==> src/tpl_pkg.sv <==
// Shared widths, constants and request codes of the tetrahedral point locator.
// No dependencies; used by tpl_div and tetra_point_locator_unit.
`timescale 1ns / 1ps
`default_nettype none

package tpl_pkg;

	localparam int COORD_W   = 16;            // Q4.12 coordinate
	localparam int DIFF_W    = 17;            // difference of two coordinates
	localparam int CROSS_W   = 35;            // cross product component
	localparam int ACC_W     = 52;            // determinant and cofactor sums
	localparam int QW        = 24;            // quotient bits, Q8.16
	localparam int INT_STEPS = 8;             // integer quotient bits
	localparam int DVW       = ACC_W + INT_STEPS;
	localparam int WW        = 24;            // weight width
	localparam int ERR_W     = 50;            // sum of four squared distances

	localparam logic signed [WW-1:0] W_MAX   = 24'sh7FFFFF;
	localparam logic signed [WW-1:0] W_MIN   = 24'sh800000;
	localparam logic        [QW:0]   MAG_SAT = 25'h1000000;
	localparam logic        [QW:0]   MAG_NEG = 25'h0800000;
	localparam logic        [QW:0]   MAG_POS = 25'h07FFFFF;

	typedef enum logic [1:0] {
		REQ_VERT = 2'd0,
		REQ_TET  = 2'd1,
		REQ_LOC  = 2'd2
	} req_t;

	// cyclic successors of an axis or edge index 0..2
	function automatic logic [1:0] nx1(input logic [1:0] k);
		case (k)
			2'd0:    nx1 = 2'd1;
			2'd1:    nx1 = 2'd2;
			default: nx1 = 2'd0;
		endcase
	endfunction

	function automatic logic [1:0] nx2(input logic [1:0] k);
		case (k)
			2'd0:    nx2 = 2'd2;
			2'd1:    nx2 = 2'd0;
			default: nx2 = 2'd1;
		endcase
	endfunction

endpackage

`default_nettype wire

==> src/tpl_div.sv <==
// Iterative restoring divider: floor(num * 2^16 / den) as a Q8.16 magnitude.
// One quotient bit per cycle, integer bits first; depends on tpl_pkg.
`timescale 1ns / 1ps
`default_nettype none

module tpl_div (
	input  logic                      clk,
	input  logic                      arst_n,
	input  logic                      start,
	input  logic [tpl_pkg::ACC_W-1:0] num_mag,
	input  logic [tpl_pkg::ACC_W-1:0] den_mag,
	output logic                      done,
	output logic [tpl_pkg::QW:0]      mag
);

	localparam int DVW = tpl_pkg::DVW;
	localparam int QW  = tpl_pkg::QW;
	localparam int IS  = tpl_pkg::INT_STEPS;
	localparam int CW  = $clog2(QW);

	logic [DVW-1:0] r_q, dv_q, r_sh, r_n, dv_n;
	logic [QW-1:0]  quo_q;
	logic [CW-1:0]  cnt_q;
	logic           ovf_q, busy_q, done_q, cmp, int_ph;

	always_comb begin
		int_ph = cnt_q < CW'(IS);
		r_sh   = int_ph ? r_q : {r_q[DVW-2:0], 1'b0};
		cmp    = r_sh >= dv_q;
		r_n    = cmp ? r_sh - dv_q : r_sh;
		// walk the divisor down to den over the integer bits, then hold it
		dv_n   = (int_ph && cnt_q != CW'(IS - 1)) ? (dv_q >> 1) : dv_q;
	end

	always_ff @(posedge clk or negedge arst_n) begin
		if (!arst_n) begin
			busy_q <= 1'b0;
			done_q <= 1'b0;
			cnt_q  <= '0;
		end else if (start) begin
			busy_q <= 1'b1;
			done_q <= 1'b0;
			cnt_q  <= '0;
		end else if (busy_q) begin
			cnt_q <= cnt_q + CW'(1);
			if (cnt_q == CW'(QW - 1)) begin
				busy_q <= 1'b0;
				done_q <= 1'b1;
			end
		end else begin
			done_q <= 1'b0;
		end
	end

	always_ff @(posedge clk) begin
		if (start) begin
			r_q   <= {{(DVW - tpl_pkg::ACC_W){1'b0}}, num_mag};
			dv_q  <= {{(DVW - tpl_pkg::ACC_W - IS + 1){1'b0}}, den_mag, {(IS - 1){1'b0}}};
			ovf_q <= {{IS{1'b0}}, num_mag} >= {den_mag, {IS{1'b0}}};
			quo_q <= '0;
		end else if (busy_q) begin
			r_q   <= r_n;
			dv_q  <= dv_n;
			quo_q <= {quo_q[QW-2:0], cmp};
		end
	end

	assign done = done_q;
	assign mag  = ovf_q ? tpl_pkg::MAG_SAT : {1'b0, quo_q};

endmodule

`default_nettype wire
==> config.mk <==
export PLATFORM = sky130hd
export DESIGN_NAME = tpl_div
export DESIGN_NICKNAME = d
export VERILOG_FILES = /design/src/tpl_pkg.sv /design/src/tpl_div.sv
export SDC_FILE = /design/constraint.sdc
export NUM_CORES = 1
export LEC_CHECK = 0
export BUFFER_PORTS_ARGS = -buffer_cell sky130_fd_sc_hd__buf_2
export CORE_MARGIN = 3
export CORE_UTILIZATION = 35
export CTS_CLUSTER_DIAMETER = 100
export DETAILED_ROUTE_END_ITERATION = 16
export GPL_ROUTABILITY_DRIVEN = 0
export PLACE_DENSITY = 0.66
export SYNTH_ARGS = -nofsm -noshare
export SYNTH_HDL_FRONTEND = slang
export SYNTH_SLANG_ARGS = --single-unit
==> constraint.sdc <==
create_clock -name clk -period 4.3 [get_ports clk]
set_clock_uncertainty 0.2 [all_clocks]
set_input_delay 0 -clock clk [delete_from_list [all_inputs] [get_ports clk]]
set_output_delay 0 -clock clk [all_outputs]
set_load 0.01 [all_outputs]
---- After elaboration in Yosys (flattened, before gate mapping) ----
Cells that the tools add are included.
word-level totals
  input bits .............................. 107
  bits in registers ....................... 151
  logic and storage cells ................. 38
operators by class
  add/subtract/negate cells ............... 2
  equal/unequal tests ..................... 3
  reduce and logical (&&, ||, !) cells .... 5
  magnitude comparators ................... 3
  mux-type cells .......................... 16
operators by type and width
  operator                                                     number
  two-way mux 59 bit                                           3
  two-way mux 60 bit                                           2
  two-way mux 52 bit                                           2
  greater-or-equal comparator 52 x 60 -> 1 bit                 1
  greater-or-equal comparator 60 x 59 -> 1 bit                 1
  subtractor 60 x 59 -> 60 bit                                 1
  two-way mux 25 bit                                           1
  two-way mux 5 bit                                            2
  two-way mux 1 bit                                            6
  adder 5 x 1 -> 5 bit (second input constant)                 1
  equality test 5 bit (second input constant)                  1
  less-than comparator 5 x 4 -> 1 bit (second input constant)  1
  != test 5 x 3 -> 1 bit (second input constant)               1
  AND reduction 2 bit                                          2
  nonzero test 2 bit                                           2
  != test 3 x 2 -> 1 bit (second input constant)               1
  logical AND 1 bit                                            1

---- Longest topological paths before layout ----
  word-level depth ........................ 6
  gate-level depth with buffers ........... 18
  mapped depth without buffers ............ 15

---- Least setup slack after synthesis ----
No wires, ideal clock.
  path kind ............................... reg-to-reg
  from .................................... register cnt_q[3]
  to ...................................... register r_q[3] (data pin)
  data required time ...................... 3.829 ns
  cell stages (with the launch flop) ...... 16
  setup slack ............................. -0.167 ns
  buffers on the path ..................... 2
  arrival ................................. 3.997 ns
  path through ............................ dfrtp_1 nor2_1 clkbuf_1 mux2_2 fa_1 a21o_1 a221oi_1 or4_1 a31oi_1 a21oi_1 o21ai_2 a21oi_2 clkbuf_1 nor2_1 a21oi_1 a21oi_1
between the ends
  word-level cells in the longest chain between the ends .. 6
RTL lines
  item                                                                                          RTL line                      RTL
  from (decl)                                                                                   tpl_div.sv:23                 logic [CW-1:0] cnt_q;
  from (signal assigned)                                                                        tpl_div.sv:45                 cnt_q <= cnt_q + CW'(1);
  less-than comparator 5 x 4 -> 1 bit (*)                                                       tpl_div.sv:27                 int_ph = cnt_q < CW'(IS);
  two-way mux 60 bit (*)                                                                        tpl_div.sv:28                 r_sh = int_ph ? r_q : {r_q[DVW-2:0], 1'b0};
  subtractor 60 x 59 -> 60 bit or greater-or-equal comparator 60 x 59 -> 1 bit (tied branches)  tpl_div.sv:30, tpl_div.sv:29
  two-way mux 60 bit (*)                                                                        tpl_div.sv:30                 r_n = cmp ? r_sh - dv_q : r_sh;
  two-way mux 52 bit (*)                                                                        tpl_div.sv:61                 end else if (busy_q) begin
  two-way mux 52 bit (*)                                                                        tpl_div.sv:56                 if (start) begin
  to (signal assigned)                                                                          tpl_div.sv:57                 r_q <= {{(DVW - tpl_pkg::ACC_W){1'b0}}, num_mag};
  to (signal assigned)                                                                          tpl_div.sv:62                 r_q <= r_n;
  to (decl)                                                                                     tpl_div.sv:21                 logic [DVW-1:0] r_q, dv_q, r_sh, r_n, dv_n;
Every way passes the cells marked *; elsewhere a longest branch is shown, timed or not. The select of a mux whose other input is x is not followed.
A chain may end at the register's enable or synchronous reset.

---- Worst setup path after layout ----
  from .................................... register cnt_q[4]
  to ...................................... register r_q[13] (data pin)
Same word-level chain as after synthesis.

==> flow_results.org <==
** Outcome
- The run finished, with violations left.
- The checks that failed: negative hold slack.

** Min path
- Classification of the worst-slack hold path :: in2reg
- The worst hold path was traced through 2 stages.

** Pwr
- The share of total power dissipated in combinational logic is 0.659.
- Ratio of total power to cell area :: between 600 and 700 mW/mm^2
- Net Sw Power :: 4.70 mW
- For this design the static power due to leakage is 7.54 nW.
- Cell internal power was estimated by the tool at slightly above 6 mW.
- Of the total power, registers draw 0.202.
- The share of total power dissipated in the clock network is 0.139.
- Of the total power, the share spent switching nets is 0.432.
- The worst-case IR drop observed on VDD is about 0.00043 V.

** Timing
- Final-report setup violation count :: 0
- Highest attainable clock frequency :: between 200 and 250 MHz
- Number of pins exceeding their max-slew limit in the final report :: 0
- Actual slew at the worst max-slew pin :: between 1000 and 1500 ps
- After layout, the worst setup slack is 24.7 ps.
- The final number of hold-violating endpoints was 9.
- On the final layout, the worst hold slack is -236 ps.
- RSZ-0062 raised after global routing :: true
- In the finished design, the share of the clock period the worst path needs comes to 0.994.
- Slew headroom :: 0.185
- Crit path time final :: 4280 ps

** Route
- Summing over every cut layer, the via total after detailed routing is 12,000.
- After the first detailed-routing iteration, the DRC count stood at around 960.
- Dividing the detail-routed wire length by the instance count gives between 15 and 20 um.
- DR vias/cell :: around 5.3
- The count of nets left with antenna violations once routing finished came out at 0.
- First-pass DRT Iterations :: 5
- After detailed routing, the number of remaining DRC violations is 0.
- The routed design has ~38,000 um of wire.

** Setup path
- STA puts the critical path data required time at 4270 ps.
- Crit Path Class :: reg2reg
- Critical path startpoint category :: flip-flop
- Critical path buffer and inverter count :: 5
- Slowest stage cell, crit path :: or4_4
- STA classifies the critical path endpoint as a flip-flop.
- WP data arrival :: between 4000 and 5000 ps
- Worst-path cell chain :: nor2_4, buf_12, clkbuf_16, mux2_4, ha_4, nand4_1, or2_1, or4_4, a31oi_4, a21oi_2, o21ai_2, a21oi_4, buf_4, buf_12, buf_4, a211oi_1, a21oi_1
- The largest single stage delay on the critical path is about 510 ps.
- Maximum net fanout on the critical path :: 32
- Worst Reg2Reg Path Length in Cells :: 17
- Crit path depth :: 17
- Delay-heaviest family, CP :: simple AND/OR/NAND/NOR gates

** Layout
- Number of nets at the end of the flow :: roughly 2,000
- Reg area :: 0.00411 sq mm
- In the final layout, the share of cells above drive strength 1 is 0.221.
- Summing all multi-input logic gate instances after layout gives around 0.0080 sq mm.
- The repair_antennas step left the layout with diodes totalling 0.
- Fill cell count :: 3,240
- The area growth from synthesis to layout is 34.4%.

** Clock tree
- Clock tree synthesis inserted a total of 17 buffers.
- Clock root buffer master :: clkbuf_16
- CTS hold repair buffers :: roughly 140
- Sinks on the clock net :: ~150
- H-tree depth reported by CTS :: 4
- The clock reaches the later pin of the worst-skew pair after approximately 440 ps.
- After clock tree synthesis, the clock-pin slew on the worst setup and hold paths is about 60 ps.
- Deepest clock path buffer count :: 2
- TritonCTS clock tree :: yes

** GRT
- Residual overflow from global routing :: 0
- Number of antenna violations at the first check in global routing :: 0
- The number of global-route vias before repair came to ~12,000.
- All-layer global routing usage :: 0.191
- Global-route wire length before repair :: 60,600 um
- Pin count of the biggest net entering global routing :: around 150

** Place
- Before CTS, the worst setup slack after placement is -125 ps.
- Post-detail-place hpwl :: between 20,000 and 30,000 um
- The count of buffers added on input and output ports is ~130.

** Synthesis
- Yosys mapped a number of flops with a built-in enable equal to approximately 110.
- After technology mapping, the gate count stands at 1,490.
- In this run the mean area of a mapped cell was 8.39 sq um.
- The Yosys step of the flow raised 0 warnings.
- Sequential element share of the synthesized area :: 0.329
- The number of nets handed over by synthesis was 1,702.
- In this run the cell area of the synthesized design comes to approximately 0.013 sq mm.
- The synthesized netlist contains between 60 and 70 unique library cells.
- In the synthesized netlist the dominant register cell turns out to be edfxtp_1.
- Post-synth ARST share :: 0.0464
- After synthesis the netlist holds a flip-flop and latch count of around 150.

** Die
- Die Height :: around 200 um
- From left edge to right edge, the die measures about 200 um.
- Number of rows created at floorplan :: 68
- Initial standard-cell utilization of the core :: 0.359
- Full die area :: around 0.038 sq mm
- The region available for standard cell placement spans ~0.035 sq mm.
- For this design the top-level I/O count stands at about 130.

** Run
- Across the run, the number of max-cap violations was 0.
routing by layer:
| layer | vias up | share of wire | track usage |
|---|---|---|---|
| met2 | 364 | 0.45 | 0.307 |
| met4 | 0 | 0.015 | 0.0491 |
| met5 | - | 0 | 0 |
| li1 | 5996 | - | - |
| met3 | 36 | 0.049 | 0.0259 |
| met1 | 5642 | 0.48 | 0.271 |
path summary, 6_finish.rpt:
| path | slack (ps) | startpoint | end |
|---|---|---|---|
| worst min-delay path | -240 | start | r_q[56] |
| min in group asynchronous | 360 | arst_n | cnt_q[2] |
| max in group asynchronous | 3280 | arst_n | busy_q |
| worst max register to register | 20 | cnt_q[4] | r_q[13] |
| worst max-delay path | 20 | cnt_q[4] | r_q[13] |
| worst min register to register | 300 | r_q[54] | r_q[54] |
cell type report:
type	count	area share
Multi-Input combinational cell	1115	0.478
Sequential cell	151	0.244
Timing Repair Buffer	378	0.178
Tap cell	455	0.0339
Inverter	138	0.0308
Clock buffer	22	0.0289
Clock inverter	10	0.00551
flip-flops by register name, indices dropped and copies added (netlist names):
name    flops
quo_q      24
busy_q      1
done        1
dv_q       59
cnt_q       5
ovf_q       1
r_q        60
cell usage after synthesis (7+ instances only):
| cell | instances | share of area |
|---|---|---|
| a211oi_1 | 18 | 0.011 |
| a21o_1 | 38 | 0.023 |
| a21oi_1 | 160 | 0.064 |
| a221oi_1 | 7 | 0.0049 |
| a31oi_1 | 9 | 0.0045 |
| and3_1 | 9 | 0.0045 |
| buf_1 | 9 | 0.0027 |
| buf_2 | 11 | 0.0044 |
| clkbuf_1 | 64 | 0.019 |
| dfrtp_1 | 7 | 0.014 |
| dfxtp_1 | 39 | 0.062 |
| edfxtp_1 | 105 | 0.25 |
| ha_1 | 104 | 0.10 |
| inv_1 | 137 | 0.041 |
| mux2_2 | 60 | 0.054 |
| mux2i_1 | 34 | 0.027 |
| nand2_1 | 150 | 0.045 |
| nand2b_1 | 10 | 0.0050 |
| nand3_1 | 26 | 0.010 |
| nand4_1 | 30 | 0.015 |
| nor2_1 | 122 | 0.037 |
| nor2b_1 | 37 | 0.019 |
| nor3_1 | 18 | 0.0072 |
| o211ai_1 | 7 | 0.0042 |
| o21a_1 | 12 | 0.0072 |
| o21ai_0 | 60 | 0.024 |
| o21ai_1 | 10 | 0.0040 |
| o21bai_1 | 13 | 0.0078 |
| o31ai_1 | 52 | 0.031 |
| xnor2_1 | 29 | 0.020 |
| xor2_1 | 23 | 0.016 |
timing repair:
action | 4_1_cts | 5_1_grt
endpoints found under the hold margin | 124 | 9
endpoints found under the setup margin | 12 | 61
cloned | 0 | 3
gates resized for setup | 6 | 78
pin swaps | 1 | 18
buffers inserted | 0 | 9
power groups by stage:
stage | combinational (mW) | clock, mW | sequential, mW
floorplan | 4.39 | 0 | 2.13
global placement | 6.30 | 0 | 2.20
detailed placement | 6.37 | 0 | 2.21
CTS | 6.53 | 1.55 | 2.19
global route | 7.86 | 1.59 | 2.23
finish | 7.17 | 1.51 | 2.20
cells in the final DEF, fill, tap and decap left out, types with 21 or more instances in the layout:
cell             n
nand4_1         30
a21oi_1        150
mux2i_1         34
o31ai_1         52
nor2b_1         37
a21o_1          38
nand2_1        146
dfxtp_1         39
clkbuf_16       21
nand3_1         25
o21ai_0         59
inv_1          136
xnor2_1         29
dlygate4sd3_1  137
xor2_1          23
nor2_1         120
mux2_2          48
buf_2          131
buf_4           98
edfxtp_1       105
ha_1            83
worst reg2reg max path, stage by stage (launching register included):
cell       delay, ps
dfrtp_1          410
nor2_4           130
buf_12           140
clkbuf_16        180
mux2_4           330
ha_4             280
nand4_1          130
or2_1            270
or4_4            510
a31oi_4          210
a21oi_2           70
o21ai_2          220
a21oi_4          100
buf_4            150
buf_12           160
buf_4            160
a211oi_1         290
a21oi_1           70
through the flow:
stage               cells  TNS [ps]  area (sq um)  total power [mW]  utilization
floorplan            1490         0         12500              6.52            -
global placement     2088      -167         14200              8.50        0.408
detailed placement   2088      -501         14200              8.58        0.408
CTS                  2257     -12.3         16200              10.3        0.464
global route         2269      -419         16800              11.7        0.482
finish               2269         0         16800              10.9        0.482
kinds of logic after synthesis:
family	after synthesis	synth area share
fa+ha+maj	105	0.106
flops	151	0.329
buf+inv	224	0.0689
compound gates	434	0.220
simple gates	430	0.159
mux	94	0.0812
xor+xnor	52	0.0364
(Power assumes the default switching activity.)
